## src/hw/rtl/tlvp_pkg.sv

```systemverilog
`timescale 1ns / 1ps
// ----------------------------------------------------------------------------
// tlvp_pkg
// Types and constants shared by the tag-length-value byte parser.
// ----------------------------------------------------------------------------
package tlvp_pkg;

	localparam int unsigned BYTE_W   = 8;
	localparam int unsigned TAG_W    = 16;
	localparam int unsigned LEN_W    = 32;
	localparam int unsigned KIND_W   = 2;

	localparam logic [KIND_W-1:0] KIND_HEADER  = 2'd0;
	localparam logic [KIND_W-1:0] KIND_PAYLOAD = 2'd1;
	localparam logic [KIND_W-1:0] KIND_STOP    = 2'd2;

	localparam logic [TAG_W-1:0] PIXEL_GROUP_STD  = 16'h7fe0;
	localparam logic [TAG_W-1:0] PIXEL_GROUP_ALT  = 16'h7fdf;
	localparam logic [TAG_W-1:0] PIXEL_ELEMENT    = 16'h0010;

	typedef enum logic [3:0] {
		PH_HDR0    = 4'd0,
		PH_HDR1    = 4'd1,
		PH_HDR2    = 4'd2,
		PH_HDR3    = 4'd3,
		PH_HDR4    = 4'd4,
		PH_HDR5    = 4'd5,
		PH_HDR6    = 4'd6,
		PH_HDR7    = 4'd7,
		PH_PAYLOAD = 4'd8,
		PH_STOPPED = 4'd9
	} phase_t;

	typedef struct packed {
		phase_t             phase;
		logic [TAG_W-1:0]   tag_group;
		logic [TAG_W-1:0]   tag_element;
		logic [LEN_W-1:0]   payload_length;
		logic [LEN_W-1:0]   payload_count;
	} parse_state_t;

	typedef struct packed {
		logic [KIND_W-1:0]  kind;
		logic [TAG_W-1:0]   group_number;
		logic [TAG_W-1:0]   element_number;
		logic [LEN_W-1:0]   value_length;
		logic [BYTE_W-1:0]  payload_byte;
		logic [LEN_W-1:0]   byte_index;
		logic               element_done;
	} result_t;

endpackage

```

## src/hw/rtl/tag_length_value_byte_parser.sv

```systemverilog
`timescale 1ns / 1ps
// ----------------------------------------------------------------------------
// tag_length_value_byte_parser
// Byte-serial parser for little-endian tag, length and value elements.
// Path: input register, then result register. The parse state updates as the input
// register drains, one byte per cycle unless a stalled result holds it back.
// Reset: arst_n clears parse state, frame mode and both valid flags.
// ----------------------------------------------------------------------------
module tag_length_value_byte_parser (
	input  logic                            clk,
	input  logic                            arst_n,
	input  logic                            cfg_valid,
	output logic                            cfg_ready,
	input  logic                            cfg_data,
	input  logic                            in_valid,
	output logic                            in_stall,
	input  logic                            action,
	input  logic [tlvp_pkg::BYTE_W-1:0]     data_byte,
	output logic                            out_valid,
	input  logic                            out_stall,
	output logic [tlvp_pkg::KIND_W-1:0]     kind,
	output logic [tlvp_pkg::TAG_W-1:0]      group_number,
	output logic [tlvp_pkg::TAG_W-1:0]      element_number,
	output logic [tlvp_pkg::LEN_W-1:0]      value_length,
	output logic [tlvp_pkg::BYTE_W-1:0]     payload_byte,
	output logic [tlvp_pkg::LEN_W-1:0]      byte_index,
	output logic                            element_done
);

	logic                          frame_mode_q;
	logic                          valid_s1;
	logic                          action_s1;
	logic [tlvp_pkg::BYTE_W-1:0]   byte_s1;
	tlvp_pkg::parse_state_t        state_q;
	tlvp_pkg::parse_state_t        state_nxt;
	logic                          has_result;
	tlvp_pkg::result_t             result;
	logic                          out_valid_q;
	tlvp_pkg::result_t             out_q;
	logic                          out_free;
	logic                          advance;

	assign cfg_ready = 1'b1;

	// byte with no result drains regardless of the output side
	assign out_free = !out_valid_q || !out_stall;
	assign advance  = valid_s1 && (!has_result || out_free);
	assign in_stall = valid_s1 && !advance;

	tlvp_decode u_decode (
		.action     (action_s1),
		.data_byte  (byte_s1),
		.frame_mode (frame_mode_q),
		.cur        (state_q),
		.nxt        (state_nxt),
		.has_result (has_result),
		.result     (result)
	);

	always_ff @(posedge clk or negedge arst_n) begin
		if (!arst_n) begin
			frame_mode_q <= 1'b0;
		end else if (cfg_valid && cfg_ready) begin
			frame_mode_q <= cfg_data;
		end
	end

	always_ff @(posedge clk or negedge arst_n) begin
		if (!arst_n) begin
			valid_s1 <= 1'b0;
		end else if (!in_stall) begin
			valid_s1 <= in_valid;
		end
	end

	always_ff @(posedge clk) begin
		if (in_valid && !in_stall) begin
			action_s1 <= action;
			byte_s1   <= data_byte;
		end
	end

	always_ff @(posedge clk or negedge arst_n) begin
		if (!arst_n) begin
			state_q <= '{phase: tlvp_pkg::PH_HDR0, default: '0};
		end else if (advance) begin
			state_q <= state_nxt;
		end
	end

	always_ff @(posedge clk or negedge arst_n) begin
		if (!arst_n) begin
			out_valid_q <= 1'b0;
		end else if (out_free) begin
			out_valid_q <= advance && has_result;
		end
	end

	always_ff @(posedge clk) begin
		if (advance && has_result) begin
			out_q <= result;
		end
	end

	assign out_valid      = out_valid_q;
	assign kind           = out_q.kind;
	assign group_number   = out_q.group_number;
	assign element_number = out_q.element_number;
	assign value_length   = out_q.value_length;
	assign payload_byte   = out_q.payload_byte;
	assign byte_index     = out_q.byte_index;
	assign element_done   = out_q.element_done;

endmodule

```

## src/hw/rtl/tlvp_decode.sv

```systemverilog
`timescale 1ns / 1ps
// ----------------------------------------------------------------------------
// tlvp_decode
// Next-state and result logic for one stream byte or restart.
// ----------------------------------------------------------------------------
module tlvp_decode (
	input  logic                          action,
	input  logic [tlvp_pkg::BYTE_W-1:0]   data_byte,
	input  logic                          frame_mode,
	input  tlvp_pkg::parse_state_t        cur,
	output tlvp_pkg::parse_state_t        nxt,
	output logic                          has_result,
	output tlvp_pkg::result_t             result
);

	tlvp_pkg::phase_t             phase_eff;
	logic [tlvp_pkg::LEN_W-1:0]   len_full;
	logic [tlvp_pkg::LEN_W-1:0]   count_inc;
	logic                         is_pixel;

	always_comb begin
		// unused phase codes behave as header start
		phase_eff = (cur.phase > tlvp_pkg::PH_STOPPED) ? tlvp_pkg::PH_HDR0 : cur.phase;
		len_full  = {data_byte, cur.payload_length[23:0]};
		count_inc = cur.payload_count + 32'd1;
		is_pixel  = ((cur.tag_group == tlvp_pkg::PIXEL_GROUP_STD) ||
			(cur.tag_group == tlvp_pkg::PIXEL_GROUP_ALT)) &&
			(cur.tag_element == tlvp_pkg::PIXEL_ELEMENT);

		nxt        = cur;
		has_result = 1'b0;
		result.kind         = tlvp_pkg::KIND_HEADER;
		result.payload_byte = '0;
		result.byte_index   = '0;
		result.element_done = 1'b0;

		if (action) begin
			nxt.phase = tlvp_pkg::PH_HDR0;
		end else begin
			unique case (phase_eff)
				tlvp_pkg::PH_HDR0: begin
					nxt.tag_group = {8'd0, data_byte};
					nxt.phase     = tlvp_pkg::PH_HDR1;
				end
				tlvp_pkg::PH_HDR1: begin
					nxt.tag_group = {data_byte, cur.tag_group[7:0]};
					nxt.phase     = tlvp_pkg::PH_HDR2;
				end
				tlvp_pkg::PH_HDR2: begin
					nxt.tag_element = {8'd0, data_byte};
					nxt.phase       = tlvp_pkg::PH_HDR3;
				end
				tlvp_pkg::PH_HDR3: begin
					nxt.tag_element = {data_byte, cur.tag_element[7:0]};
					nxt.phase       = tlvp_pkg::PH_HDR4;
				end
				tlvp_pkg::PH_HDR4: begin
					nxt.payload_length = {24'd0, data_byte};
					nxt.phase          = tlvp_pkg::PH_HDR5;
				end
				tlvp_pkg::PH_HDR5: begin
					nxt.payload_length = {16'd0, data_byte, cur.payload_length[7:0]};
					nxt.phase          = tlvp_pkg::PH_HDR6;
				end
				tlvp_pkg::PH_HDR6: begin
					nxt.payload_length = {8'd0, data_byte, cur.payload_length[15:0]};
					nxt.phase          = tlvp_pkg::PH_HDR7;
				end
				tlvp_pkg::PH_HDR7: begin
					nxt.payload_length = len_full;
					nxt.payload_count  = '0;
					has_result         = 1'b1;
					if (frame_mode && is_pixel) begin
						nxt.phase   = tlvp_pkg::PH_STOPPED;
						result.kind = tlvp_pkg::KIND_STOP;
					end else if (len_full == '0) begin
						nxt.phase           = tlvp_pkg::PH_HDR0;
						result.element_done = 1'b1;
					end else begin
						nxt.phase = tlvp_pkg::PH_PAYLOAD;
					end
				end
				tlvp_pkg::PH_PAYLOAD: begin
					nxt.payload_count   = count_inc;
					has_result          = 1'b1;
					result.kind         = tlvp_pkg::KIND_PAYLOAD;
					result.payload_byte = data_byte;
					result.byte_index   = cur.payload_count;
					result.element_done = (count_inc == cur.payload_length);
					if (count_inc == cur.payload_length) begin
						nxt.phase = tlvp_pkg::PH_HDR0;
					end
				end
				tlvp_pkg::PH_STOPPED: begin
					nxt.phase = tlvp_pkg::PH_STOPPED;
				end
				default: begin
					nxt.phase = tlvp_pkg::PH_HDR0;
				end
			endcase
		end

		result.group_number   = nxt.tag_group;
		result.element_number = nxt.tag_element;
		result.value_length   = nxt.payload_length;
	end

endmodule

```

## config.mk

```make
export PLATFORM = sky130hd
export DESIGN_NAME = tag_length_value_byte_parser
export DESIGN_NICKNAME = d
export VERILOG_FILES = /design/src/hw/rtl/tlvp_pkg.sv /design/src/hw/rtl/tag_length_value_byte_parser.sv /design/src/hw/rtl/tlvp_decode.sv
export SDC_FILE = /design/constraint.sdc
export NUM_CORES = 1
export LEC_CHECK = 0
export ABC_AREA = 1
export BUFFER_PORTS_ARGS = -buffer_cell sky130_fd_sc_hd__buf_2
export CORE_UTILIZATION = 45
export DETAILED_ROUTE_END_ITERATION = 8
export GPL_TIMING_DRIVEN = 0
export PLACE_DENSITY = 0.74
export SYNTH_ARGS = -nofsm -noshare
export SYNTH_HDL_FRONTEND = slang
export SYNTH_HIERARCHICAL = 1
export SYNTH_SLANG_ARGS = --single-unit
export TNS_END_PERCENT = 100
```

## constraint.sdc

```tcl
create_clock -name clk -period 10.6 [get_ports clk]
set_input_delay 2.12 -clock clk [delete_from_list [all_inputs] [get_ports clk]]
set_output_delay 2.12 -clock clk [all_outputs]
set_load 0.02 [all_outputs]
```

Word-level counts from Yosys, hierarchy flattened

Cells that the tools add are included.

Output and inout bits: 110
Logic and storage cells: 74
Register bits: 219
Bits of input ports: 15

Add/sub/neg operators: 1
Multiplexer cells: 18
Bitwise gates (word level): 2
Reduce and logical (&&, ||, !) cells: 21
Order comparisons: 1
Eq/ne operators: 14

Operators with widths:

| kind                    | count |
|---|---|
| $pmux W32 S4            | 1 |
| $mux W96                | 1 |
| $pmux W16 S2            | 2 |
| $pmux W32 S2            | 1 |
| $pmux W4 S10            | 1 |
| $add A32 B1 Y32 const B | 1 |
| $eq A16 B15 Y1 const B  | 2 |
| $eq A32 B32 Y1          | 1 |
| $logic_not A32 Y1       | 1 |
| $mux W4                 | 5 |
| $eq A16 B5 Y1 const B   | 1 |
| $eq A4 B3 Y1 const B    | 4 |
| $eq A4 B2 Y1 const B    | 2 |
| $eq A4 B4 Y1 const B    | 2 |
| $logic_and A1 B1 Y1     | 6 |
| $logic_not A1 Y1        | 5 |
| $eq A4 B1 Y1 const B    | 1 |
| $gt A4 B4 Y1 const B    | 1 |
| $logic_not A4 Y1        | 1 |
| $mux W1                 | 4 |
| $pmux W2 S2             | 1 |
| $reduce_or A2 Y1        | 2 |
| $logic_or A1 B1 Y1      | 3 |
| $ne A3 B2 Y1 const B    | 1 |
| other kinds (6)         | 7 |

Longest topological paths before layout

Gate-level depths: netlist of run 1.

Depth in word-level cells: 13
Mapped depth: 18
Gate-level depth less buffers: 18

Cells and area by module

The synthesis of run 1 kept the hierarchy.

By module, submodules not included:

| module                       | sequential area each (µm²) | times used | area an instance (µm²) | cells each |
|---|---|---|---|---|
| tag_length_value_byte_parser | 6060.8                     | 1          | 7677.4                 | 568 |
| tlvp_decode                  | 0.0                        | 1          | 4022.6                 | 844 |

Worst setup path before layout of run 1

No wires, ideal clock.

Kind: input port to output port
Start point: in out_stall
End point: out in_stall
Buffers on the path: 1
Required time: 8.480 ns
Slack: 5.755 ns
Data arrival time: 2.725 ns
Stages: 3
Path through: nand3_2 buf_6 nor2_1

Cells in the longest elaborated chain, start to end: 6

Ends and longest elaborated chain:

| item                | line                               | source |
|---|---|---|
| start, declared     | tag_length_value_byte_parser.sv:20 | `input logic out_stall,` |
| $logic_not A1 Y1    | tag_length_value_byte_parser.sv:46 | `assign out_free = !out_valid_q \|\| !out_stall;` |
| $logic_or A1 B1 Y1  | tag_length_value_byte_parser.sv:46 |  |
| $logic_or A1 B1 Y1  | tag_length_value_byte_parser.sv:47 | `assign advance = valid_s1 && (!has_result \|\| out_free);` |
| $logic_and A1 B1 Y1 | tag_length_value_byte_parser.sv:47 |  |
| $logic_not A1 Y1    | tag_length_value_byte_parser.sv:48 | `assign in_stall = valid_s1 && !advance;` |
| $logic_and A1 B1 Y1 | tag_length_value_byte_parser.sv:48 |  |
| end, declared       | tag_length_value_byte_parser.sv:16 | `output logic in_stall,` |

No other way between the ends.

Final worst setup path of run 1

Start point: reg state_q[97] (netlist bit)
End point: out in_stall

Cells in the longest elaborated chain, start to end: 11
Elaborated cells between the ends (all ways): 12
Those cells by class: order compare (1); eq/ne (2); mux (3); reduce/logical (6)

Ends and longest elaborated chain:

| item                                                | line                               | source |
|---|---|---|
| start, declared                                     | tag_length_value_byte_parser.sv:34 | `tlvp_pkg::parse_state_t state_q;` |
| start signal, assigned                              | tag_length_value_byte_parser.sv:87 | `state_q <= state_nxt;` |
| $gt A4 B4 Y1                                        | tlvp_decode.sv:23                  | `phase_eff = (cur.phase > tlvp_pkg::PH_STOPPED) ? tlvp_pkg::PH_HDR0 : cur.phase;` |
| $mux W4 (*)                                         | tlvp_decode.sv:23                  |  |
| $eq A4 B3 Y1 / $eq A4 B4 Y1 (equally long branches) | tlvp_decode.sv:40                  | `unique case (phase_eff)` |
| $reduce_or A2 Y1 (no line) (*)                      | --                                 |  |
| $mux W1 (*)                                         | tlvp_decode.sv:40                  |  |
| $mux W1 (*)                                         | tlvp_decode.sv:37                  | `if (action) begin` |
| named net has_result                                | tag_length_value_byte_parser.sv:36 | `logic has_result;` |
| $logic_not A1 Y1 (*)                                | tag_length_value_byte_parser.sv:47 |  |
| $logic_or A1 B1 Y1 (*)                              | tag_length_value_byte_parser.sv:47 |  |
| $logic_and A1 B1 Y1 (*)                             | tag_length_value_byte_parser.sv:47 |  |
| $logic_not A1 Y1 (*)                                | tag_length_value_byte_parser.sv:48 |  |
| $logic_and A1 B1 Y1 (*)                             | tag_length_value_byte_parser.sv:48 |  |

The timed path passes the listed nets; every way through them passes the cells marked *.

==> metrics.cfg, run 1 <==
[global_routing]
grt_pass1_wl_mm=52.8
gr-usage-all-layers_pct=26.0
grt_overflow=0
grt_max_degree=67
antenna_found_initial=0
grt_pass1_vias=9633

[sta]
finalSetupViolations=0
clock_skew_ns=0.00983
fmax_mhz=181
final-hold-violation-count=0
fin_crit_ns=5.54
holdWs_ns=0.467
finalCritPeriodShare_pct=52.2
relSlewSlack_pct=30.6
tns_ns=0
slew_viol_final=0
rsz0062_at_grt=false
worst_pin_slew_ns=1.04

[logic_synthesis]
yosysTopAreaCell=edfxtp_1
synth_area_um2=11700
yosysSeqAreaShare_pct=51.8
synth-edff-count=116
async_reset_ff_share_pct=47.0
synth_cell_types=40
syn_nets=1428
syn_area_per_cell_um2=8.29
synth.most_common_cell=nand2_1
synth_ff_type=edfxtp_1
synthesis.instances=1412
synth_seq_cells=219
synth_top_area_share_pct=29.8
synth_common_cells=nand2_1 (461), nand3_1 (187), nor2_1 (130)
netlist_top_cells_area=edfxtp_1 (30%), dfrtp_1 (22%), nand2_1 (15%)
yosys_warnings=6

[clocking]
cts_sinks=219
cts_buffer_depth=3
cts_made_buffers=24
clock_latency_ns=0.52
cts_root_buffer=clkbuf_16
cts_tree=done
htreeDepth=1
postCtsHoldBufs=0
cts_setup_buffers=0
path_clk_slew_ns=0.06
ctsResizeCount=0

[pwr]
p_leak_nw=6.27
p_per_area_nw_per_um2=166
ir_drop_v=0.000105
total_power_w=0.00225

[critical_path]
cp-startpoint=state_q[97]
reg2reg_to=byte_s1[1]
cp.arrival_ns=3.42
endpoint_kind=primary output
critPathMaxStageDelay_ns=0.37
rrSetupSlack_ns=7.00
worstPathRequired_ns=8.48
slowest_stage=dfrtp_1
reg2regPathDepth=13
critPathMaxFanout=11
critPathLaunchType=flop
path_common_cell=nor2_1
endpoint=in_stall
reg2reg_from=state_q[97]
path_class=flop to primary output
path_cells=buf_2 > nor2_1 > inv_1 > nor2_1 > nand2_1 > nor2_1 > nor2_1 > inv_1 > buf_2 > nand3_2 > buf_6 > nor2_1 > buf_2

[floorplanning]
dieArea_um2=26600
ios=125
rows=58
coreArea_um2=25300
initial_core_util_pct=46.2
die_h_um=163
fp.dieW_um=163

[placement]
dp_hpwl_mm=25.3
gp_congestion=1.03
dpl_cell_area_um2=12800
placed_cells=1867
port_buffers=123

[final_layout]
final_layout_size_suffix_gt1_share_pct=18.5
syn_to_final_growth_pct=15.9
final_cells=1911
n_antenna_cell=0
nFillCells=2309
design_area_um2=13600
layout.nets=1579

[routing]
wl_per_cell_um=18.1
vias=10600
drtPass1Iterations=8
drtIter0Drc=1180
ant_nets=0
routed_wl_mm=34.6
vias_per_cell=5.53
drc=0

[run_status]
outcome=complete, no violations

[hold_path]
hp-class=flop to flop

[run]
maxCapViolCount=0

[worst min path at each step]
stage / start / to / slack [ns] / depth (start not counted)
2_1_floorplan: state_q[97] / state_q[97] / 0.44 / 2
3_3_place_gp: state_q[71] / state_q[71] / 0.45 / 2
3_5_place_dp: state_q[97] / state_q[97] / 0.46 / 2
5_1_grt: state_q[72] / state_q[72] / 0.50 / 2
4_1_cts: state_q[97] / state_q[97] / 0.47 / 2
6_report: state_q[97] / state_q[97] / 0.47 / 2
[power breakdown]
group	total, W	internal (W)	switching [W]
clock	0.000811	0.000467	0.000345
combinational	0.000405	0.000170	0.000235
sequential	0.00103	0.000965	0.0000642
[area by class of cell]
cell class	instances	area (um2)	area share, %
clock inverters	13	110	0.812
plain buffers	113	838	6.18
well taps	330	413	3.05
multi-input cells	954	4330	31.9
inverters	126	475	3.51
clock buffers	31	658	4.85
repair buffers	125	673	4.97
flip-flops and latches	219	6060	44.7
[flip-flops by register name (all words and copies together), names as in the netlist]
name	count
action_s1	1
byte_index	32
byte_s1	8
element_done	1
element_number	16
frame_mode_q	1
group_number	16
kind	2
out_valid	1
payload_byte	8
state_q	100
valid_s1	1
value_length	32
[worst max-delay path, delay by kind of cell, from the launching register on]
family                 cells  cell delay [ns]
buffers and inverters      6             1.20
AND/OR/NAND/NOR            7             1.32
flip-flops                 1             0.37
[layout by cell type, fill, tap and decap left out, types with 3 or more instances in the layout]
cell type / n
nand2_1: 461
nand3_1: 187
buf_2: 138
nor2_1: 130
inv_1: 119
edfxtp_1: 116
dfrtp_1: 103
buf_4: 68
o22ai_1: 66
o21ai_0: 30
clkbuf_16: 25
buf_6: 19
nand4_1: 15
clkbuf_1: 11
nor4_1: 11
nand2_2: 8
nor2_4: 6
a21oi_1: 6
buf_1: 5
clkinv_1: 5
nor3_1: 4
nand3_2: 3
nand2_4: 3
clkinv_2: 3
clkinvlp_4: 3
inv_2: 3
nor2_8: 3
and2_1: 3
[metal layers]
layer	track usage (%)	part of all wire [%]
met5	0	0
met4	9.94	3.1
met2	39.5	44
met1	37.0	42
met3	4.60	11
[stage by stage]
step / setup WS (ns) / util [%]
2_1_floorplan: 5.76 / -
3_3_place_gp: 4.84 / 50.3
3_5_place_dp: 5.59 / 50.5
4_1_cts: 5.14 / 53.5
5_1_grt: 4.87 / 53.5
6_report: 5.06 / 53.5
[kinds of logic (layout without fill, tap and decap cells)]
group                    after synthesis  after routing  share of synthesized area, %
buffers and inverters                239            408                          11.2
adder cells (fa/ha/maj)                1              1                         0.107
AND/OR/NAND/NOR                      838            838                          31.0
flip-flops                           219            219                          51.8
other                                  1              1                        0.0321
XOR/XNOR                               3              3                         0.225
AO/OA/AOI/OAI                        111            111                          5.65
(Power assumes the default switching activity.)
==> run 2, diff against run 1 <==
Settings changed: PLACE_DENSITY 0.74 to 0.76.
Clock period 10.6 ns to 4.6 ns, I/O delays scaled along.
==> run 2 against run 1 <==
Net effect:
- sequential cell count unchanged
- clock skew is 0.0028 ns higher
- worst hold slack worse by 0.047 ns
- critical path depth is the same
- register-to-register slack worse by 6.1 ns
- clock-buffer cell count grew 4
- critical path type unchanged
- largest cell class unchanged
==> metrics.cfg, run 2 (synthesized netlist as in run 1, its figures left out) <==
[sta]
final-hold-violation-count=0  ; unchanged
fmax_mhz=227
finalSetupViolations=0  ; unchanged
relSlewSlack_pct=25.2  ; was 30.6%
rsz0062_at_grt=false  ; unchanged
clock_skew_ns=0.0126  ; was 0.00983 ns
slew_viol_final=0  ; unchanged
worst_pin_slew_ns=1.12  ; was 1.04 ns
tns_ns=0  ; unchanged
fin_crit_ns=4.41
finalCritPeriodShare_pct=95.9

[global_routing]
grt_max_degree=59  ; was 67
antenna_found_initial=0  ; unchanged
grt_pass1_wl_mm=54.2  ; was 52.8 mm
grt_pass1_vias=9842  ; was 9633
gr-usage-all-layers_pct=26.8  ; was 26.0%
grt_overflow=0  ; unchanged

[clocking]
postCtsHoldBufs=0  ; unchanged
htreeDepth=1  ; unchanged
path_clk_slew_ns=0.06  ; about the same
cts_buffer_depth=3  ; unchanged
cts_tree=done  ; unchanged
clock_latency_ns=0.53  ; was 0.52 ns
cts_setup_buffers=0  ; unchanged
cts_sinks=219  ; unchanged
ctsResizeCount=0  ; unchanged
cts_root_buffer=clkbuf_16  ; unchanged
cts_made_buffers=24  ; unchanged

[final_layout]
final_common_cell=nand2_1  ; unchanged
final_layout_size_suffix_gt1_share_pct=18.3  ; was 18.5%
regMostFlops=state_q  ; unchanged
n_antenna_cell=0  ; unchanged
final_cell_mix=nand2_1 (461), nand3_1 (187), buf_2 (138), nor2_1 (129), inv_1 (119)  ; was nand2_1 (461), nand3_1 (187), buf_2 (138), nor2_1 (130), inv_1 (119)
utilization_pct=53.8  ; was 53.5%
syn_to_final_growth_pct=16.5  ; was 15.9%
largest_reg_flops=100  ; unchanged
layout.nets=1579  ; unchanged

[placement]
port_buffers=123  ; unchanged
dp_hpwl_mm=26.0  ; was 25.3 mm
gp_congestion=1.00  ; was 1.03

[routing]
vias_per_cell=5.50  ; was 5.53
drtPass1Iterations=6  ; was 8
ant_nets=0  ; unchanged
drc=0  ; unchanged
drtIter0Drc=1110  ; was 1180
routed_wl_mm=35.4  ; was 34.6 mm
vias=10500  ; was 10600
wl_per_cell_um=18.5  ; was 18.1 um

[floorplanning]
fp.dieW_um=163  ; unchanged
initial_core_util_pct=46.2  ; unchanged
ios=125  ; unchanged
rows=58  ; unchanged
dieArea_um2=26600  ; unchanged
coreArea_um2=25300  ; unchanged
die_h_um=163  ; unchanged

[pwr]
p_per_area_nw_per_um2=393  ; was 166 nW/um2
ir_drop_v=0.000279  ; was 0.000105 V
p_leak_nw=6.30  ; was 6.27 nW

[critical_path]
slowest_stage=dfrtp_1  ; unchanged
endpoint_kind=primary output  ; unchanged
critPathLaunchType=flop  ; unchanged
path_class=flop to primary output  ; unchanged
cp.arrival_ns=3.49  ; was 3.42 ns
path_cells=inv_1 > nor2_1 > inv_1 > nor2_4 > inv_1 > nor2_1 > nor2_1 > inv_1 > buf_2 > nand3_2 > buf_6 > nor2_1 > buf_2  ; was buf_2 > nor2_1 > inv_1 > nor2_1 > nand2_1 > nor2_1 > nor2_1 > inv_1 > buf_2 > nand3_2 > buf_6 > nor2_1 > buf_2
worstPathRequired_ns=3.68  ; was 8.48 ns
critPathMaxStageDelay_ns=0.44  ; was 0.37 ns
critPathMaxFanout=11  ; unchanged

[run]
maxCapViolCount=0  ; unchanged

[hold_path]
hp-class=input port to async pin  ; was flop to flop

[run_status]
outcome=complete, no violations  ; unchanged

==> run 2: cell types whose count changed in the layout (fill, tap and decap cells not counted) <==
cell,before,now
clkinv_8,0,1
nor2_2,1,2
clkinvlp_4,3,0
nor2_1,130,129
clkinv_4,2,1
bufinv_16,1,5
clkinv_1,5,4
clkbuf_1,11,16
clkinv_2,3,1
inv_6,2,0
clkbuf_16,25,24
==> run 2: path summary, 6_finish.rpt <==
kind / start / end / slack [ns] / cells past startpoint
hold / removal: arst_n / frame_mode_q / 0.42 / 1
setup reg to reg: state_q[97] / byte_s1[0] / 0.92 / 13
hold reg to reg: state_q[64] / state_q[64] / 0.48 / 2
min in group clk: state_q[64] / state_q[64] / 0.48 / 2
setup / recovery: state_q[98] / in_stall / 0.19 / 13
max in group asynchronous: arst_n / state_q[20] / 3.43 / 2
==> run 2: metrics by stage <==
step                      hold WS (ns)  worst slack, ns  instance area [um2]  power, W  instances
after floorplan                  0.437            0.454                11700   0.00302       1412
after global placement           0.449            -1.11                12700   0.00329       1865
after detailed placement         0.462            0.793                12800   0.00331       1867
after CTS                        0.435            0.174                13600   0.00537       1911
after global routing             0.465           0.0334                13600   0.00559       1911
final                            0.419            0.188                13600   0.00536       1911
==> run 2: layout make-up <==
type / count / area [um2]
clock inverters: 9 / 184
plain buffers: 113 / 838
flip-flops and latches: 219 / 6060
fillers: 2321 / 11700
well taps: 330 / 413
inverters: 126 / 475
multi-input cells: 954 / 4330
repair buffers: 125 / 673
clock buffers: 35 / 652
==> run 2: critical path, delay by kind of cell, from the launching register on <==
kind	cells	cell delay (ns)
buffers and inverters	7	1.35
flip-flops	1	0.44
AND/OR/NAND/NOR	6	1.13
==> run 2: report_power, final <==
| group | leakage, nW | internal, W | switching (W) |
|---|---|---|---|
| Clock | 0.402 | 0.00127 | 0.000784 |
| Sequential | 2.43 | 0.00222 | 0.000145 |
| Combinational | 3.47 | 0.000392 | 0.000552 |
==> run 2: per-layer routing <==
layer  share of wire (%)  global-route usage [%]  vias to the layer above
met5                   0                       0                        -
li1                    -                       -                     4913
met2                  45                    41.0                      553
met4                 2.7                    8.24                        0
met3                  10                    4.95                       71
met1                  42                    38.3                     4982
==> run 3, diff against run 2 <==
Settings changed: ABC_AREA 1 to unset, RECOVER_POWER set to 50.
==> run 3 against run 2 <==
Net effect:
- maximum frequency down 0.70%
- sequential power up 10%
- the run now ends with max-capacitance violations, max-slew violations left
- clock skew up 0.011 ns
- sequential cell count unchanged
- die area up 8.2%
- via count up 5.8%
- wire length up 9.1%
- combinational power up 32%
- synthesized area up 8.3%
- critical path depth down 1
==> metrics.cfg, run 3 <==
[pwr]
p_int_w=0.00391  ; was 0.00388 W
p_leak_nw=5.16  ; was 6.30 nW
ir_drop_v=0.000224  ; was 0.000279 V
comb_power_share_pct=22.0  ; was 17.6%
total_power_w=0.00567  ; was 0.00536 W
switching_share_pct=31.0  ; was 27.6%
p_switching_w=0.00176  ; was 0.00148 W
p_clk_share_pct=32.0  ; was 38.2%
seqPwrFrac_pct=46.0  ; was 44.2%
p_per_area_nw_per_um2=391  ; was 393 nW/um2

[routing]
drtPass1Iterations=6  ; unchanged
wl_per_cell_um=21.2  ; was 18.5 um
ant_nets=0  ; unchanged
routed_wl_mm=38.6  ; was 35.4 mm
vias_per_cell=6.11  ; was 5.50
drc=0  ; unchanged
drtIter0Drc=1320  ; was 1110
vias=11100  ; was 10500

[run]
maxCapViolCount=2  ; was 0

[placement]
port_buffers=123  ; unchanged
gp_congestion=0.947  ; was 1.00
dpl_cell_area_um2=13900  ; was 12800 um2
dp_hpwl_mm=26.8  ; was 26.0 mm

[critical_path]
cp-startpoint=state_q[99]  ; was state_q[98]
critPathBufInv=6  ; was 7
rrSetupSlack_ns=0.63  ; was 0.92 ns
path_class=flop to primary output  ; unchanged
cp_top_family=simple AND/OR/NAND/NOR gates  ; was buffers and inverters
critPathMaxStageDelay_ns=0.40  ; was 0.44 ns
reg2reg_from=state_q[13]  ; was state_q[97]
path_cells=clkbuf_1 > nand2b_1 > inv_1 > nand2_1 > nor3_4 > nor2_1 > clkbuf_2 > inv_1 > clkbuf_4 > nand2_1 > nor2_1 > buf_2  ; was inv_1 > nor2_1 > inv_1 > nor2_4 > inv_1 > nor2_1 > nor2_1 > inv_1 > buf_2 > nand3_2 > buf_6 > nor2_1 > buf_2
reg2regPathDepth=9  ; was 13
endpoint=in_stall  ; unchanged
slowest_stage=dfrtp_1  ; unchanged
critPathLaunchType=flop  ; unchanged
endpoint_kind=primary output  ; unchanged
cp.depth=12  ; was 13
reg2reg_to=element_done  ; was byte_s1[0]
critPathMaxFanout=10  ; was 11
cp.arrival_ns=3.52  ; was 3.49 ns
worstPathRequired_ns=3.68  ; about the same

[clocking]
htreeDepth=1  ; unchanged
clock_latency_ns=0.54  ; was 0.53 ns
path_clk_slew_ns=0.06  ; about the same
cts_sinks=219  ; unchanged
cts_root_buffer=clkbuf_16  ; unchanged
cts_tree=done  ; unchanged
cts_made_buffers=24  ; unchanged
cts_buffer_depth=3  ; unchanged

[sta]
rsz0062_at_grt=false  ; unchanged
fmax_mhz=225  ; was 227 MHz
slew_viol_final=106  ; was 0
worst_pin_slew_ns=2.06  ; was 1.12 ns
final-hold-violation-count=0  ; unchanged
clock_skew_ns=0.0235  ; was 0.0126 ns
tns_ns=0  ; unchanged
finalSetupViolations=0  ; unchanged
relSlewSlack_pct=-37.4  ; was 25.2%
fin_crit_ns=4.44  ; was 4.41 ns
finalCritPeriodShare_pct=96.6  ; was 95.9%

[logic_synthesis]
synthesis.instances=1269  ; was 1412
synth_area_um2=12700  ; was 11700 um2
syn_area_per_cell_um2=9.98  ; was 8.29 um2
yosysSeqAreaShare_pct=47.8  ; was 51.8%
synth_seq_cells=219  ; unchanged
synth_top_area_share_pct=27.5  ; was 29.8%
async_reset_ff_share_pct=47.0  ; unchanged
syn_nets=1285  ; was 1428
yosysTopAreaCell=edfxtp_1  ; unchanged
yosys_warnings=6  ; unchanged
netlist_top_cells_area=edfxtp_1 (27%), dfrtp_1 (20%), o211ai_1 (6.0%)  ; was edfxtp_1 (30%), dfrtp_1 (22%), nand2_1 (15%)
synth_common_cells=nand2_1 (141), nand4_1 (117), edfxtp_1 (116)  ; was nand2_1 (461), nand3_1 (187), nor2_1 (130)
synth_cell_types=62  ; was 40
synth_ff_type=edfxtp_1  ; unchanged
synth.most_common_cell=nand2_1  ; unchanged
synth-edff-count=116  ; unchanged

[final_layout]
final_cell_mix=clkbuf_1 (157), nand2_1 (141), nand4_1 (117), edfxtp_1 (116), nand2b_1 (105)  ; was nand2_1 (461), nand3_1 (187), buf_2 (138), nor2_1 (129), inv_1 (119)
design_area_um2=14500  ; was 13600 um2
final_layout_size_suffix_gt1_share_pct=15.1  ; was 18.3%
nFillCells=2548  ; was 2321
regMostFlops=state_q  ; unchanged
largest_reg_flops=100  ; unchanged
layout.nets=1441  ; was 1579
syn_to_final_growth_pct=14.3  ; was 16.5%
final_common_cell=clkbuf_1  ; was nand2_1

[floorplanning]
fp.dieW_um=170  ; was 163 um
initial_core_util_pct=45.7  ; was 46.2%
ios=125  ; unchanged
rows=61  ; was 58
coreArea_um2=27700  ; was 25300 um2
dieArea_um2=28800  ; was 26600 um2
die_h_um=170  ; was 163 um

[global_routing]
grt_pass1_vias=10400  ; was 9842
grt_overflow=0  ; unchanged
gr-usage-all-layers_pct=26.3  ; was 26.8%
antenna_found_initial=0  ; unchanged
grt_max_degree=68  ; was 59
grt_pass1_wl_mm=58.9  ; was 54.2 mm

[run_status]
failed_checks=max-capacitance violations, max-slew violations
outcome=complete, but fails checks  ; was complete, no violations

[hold_path]
hp-class=flop to flop  ; was input port to async pin

## run 3: per-layer routing
| metal | vias to the layer above | wire length [um] | part of all wire, % | track usage [%] |
|---|---|---|---|---|
| met5 | - | 0 | 0 | 0 |
| met4 | 0 | 1600 | 4.1 | 11.3 |
| met3 | 112 | 3790 | 9.8 | 4.52 |
| met2 | 656 | 17000 | 44 | 39.7 |
| met1 | 5404 | 16300 | 42 | 37.2 |
| li1 | 4952 | - | - | - |
## run 3: cells by family after synthesis
logic type               synth area share (%)
flip-flops                               47.8
other                                  0.0296
AND/OR/NAND/NOR                          23.9
multiplexers                             2.63
buffers and inverters                    8.53
adder cells (fa/ha/maj)                0.0987
AO/OA/AOI/OAI                            14.1
XOR/XNOR                                 2.90
## run 3: worst min path at each step
stage / start / endpoint / slack, ns / depth (start not counted)
after floorplan: frame_mode_q / frame_mode_q / 0.48 / 1
after global placement: state_q[12] / state_q[12] / 0.51 / 2
after detailed placement: frame_mode_q / frame_mode_q / 0.52 / 1
after CTS: arst_n / state_q[3] / 0.38 / 1
after global routing: data_byte[1] / byte_s1[1] / 0.55 / 1
final: frame_mode_q / frame_mode_q / 0.52 / 1
## run 3: final cells by class
cell class | count | area [um2] | share of cell area, %
inverter | 9 | 33.8 | 0.233
multi-input combinational | 871 | 5550 | 38.3
timing repair buffer | 130 | 589 | 4.07
buffer | 170 | 1040 | 7.17
antenna | 1 | 2.50 | 0.0173
clock inverter | 14 | 111 | 0.769
clock buffer | 29 | 619 | 4.28
sequential | 219 | 6060 | 41.9
tap | 378 | 473 | 3.27
## run 3: per-stage QoR
| stage | hold slack [ns] | util (%) | instances | setup WS [ns] |
|---|---|---|---|---|
| after detailed placement | 0.518 | 50.1 | 1775 | -0.104 |
| after floorplan | 0.480 | - | 1269 | 0.112 |
| after global placement | 0.506 | 49.7 | 1770 | -1.65 |
| after CTS | 0.384 | 52.9 | 1820 | 0.0387 |
| final | 0.519 | 52.3 | 1821 | 0.157 |
| after global routing | 0.549 | 52.3 | 1820 | 0.0341 |
## run 3: power by group through the flow
stage          Combinational, W  Sequential (W)  Clock [W]
6_report                0.00125         0.00261    0.00181
5_1_grt                 0.00136         0.00263    0.00192
4_1_cts                 0.00125         0.00259    0.00185
3_5_place_dp            0.00123         0.00263          0
3_3_place_gp            0.00120         0.00261          0
2_1_floorplan          0.000961         0.00252          0
## run 3: repair_timing
| item | 4_1_cts | 5_1_grt |
|---|---|---|
| setup buffers | 2 | 0 |
| endpoints found under the setup margin | 51 | 1 |
| endpoints found under the hold margin | 0 | 0 |
| hold buffers | 0 | 0 |
| pin swaps | 2 | 0 |
| cloned | 0 | 0 |
| gates resized for setup | 2 | 4 |
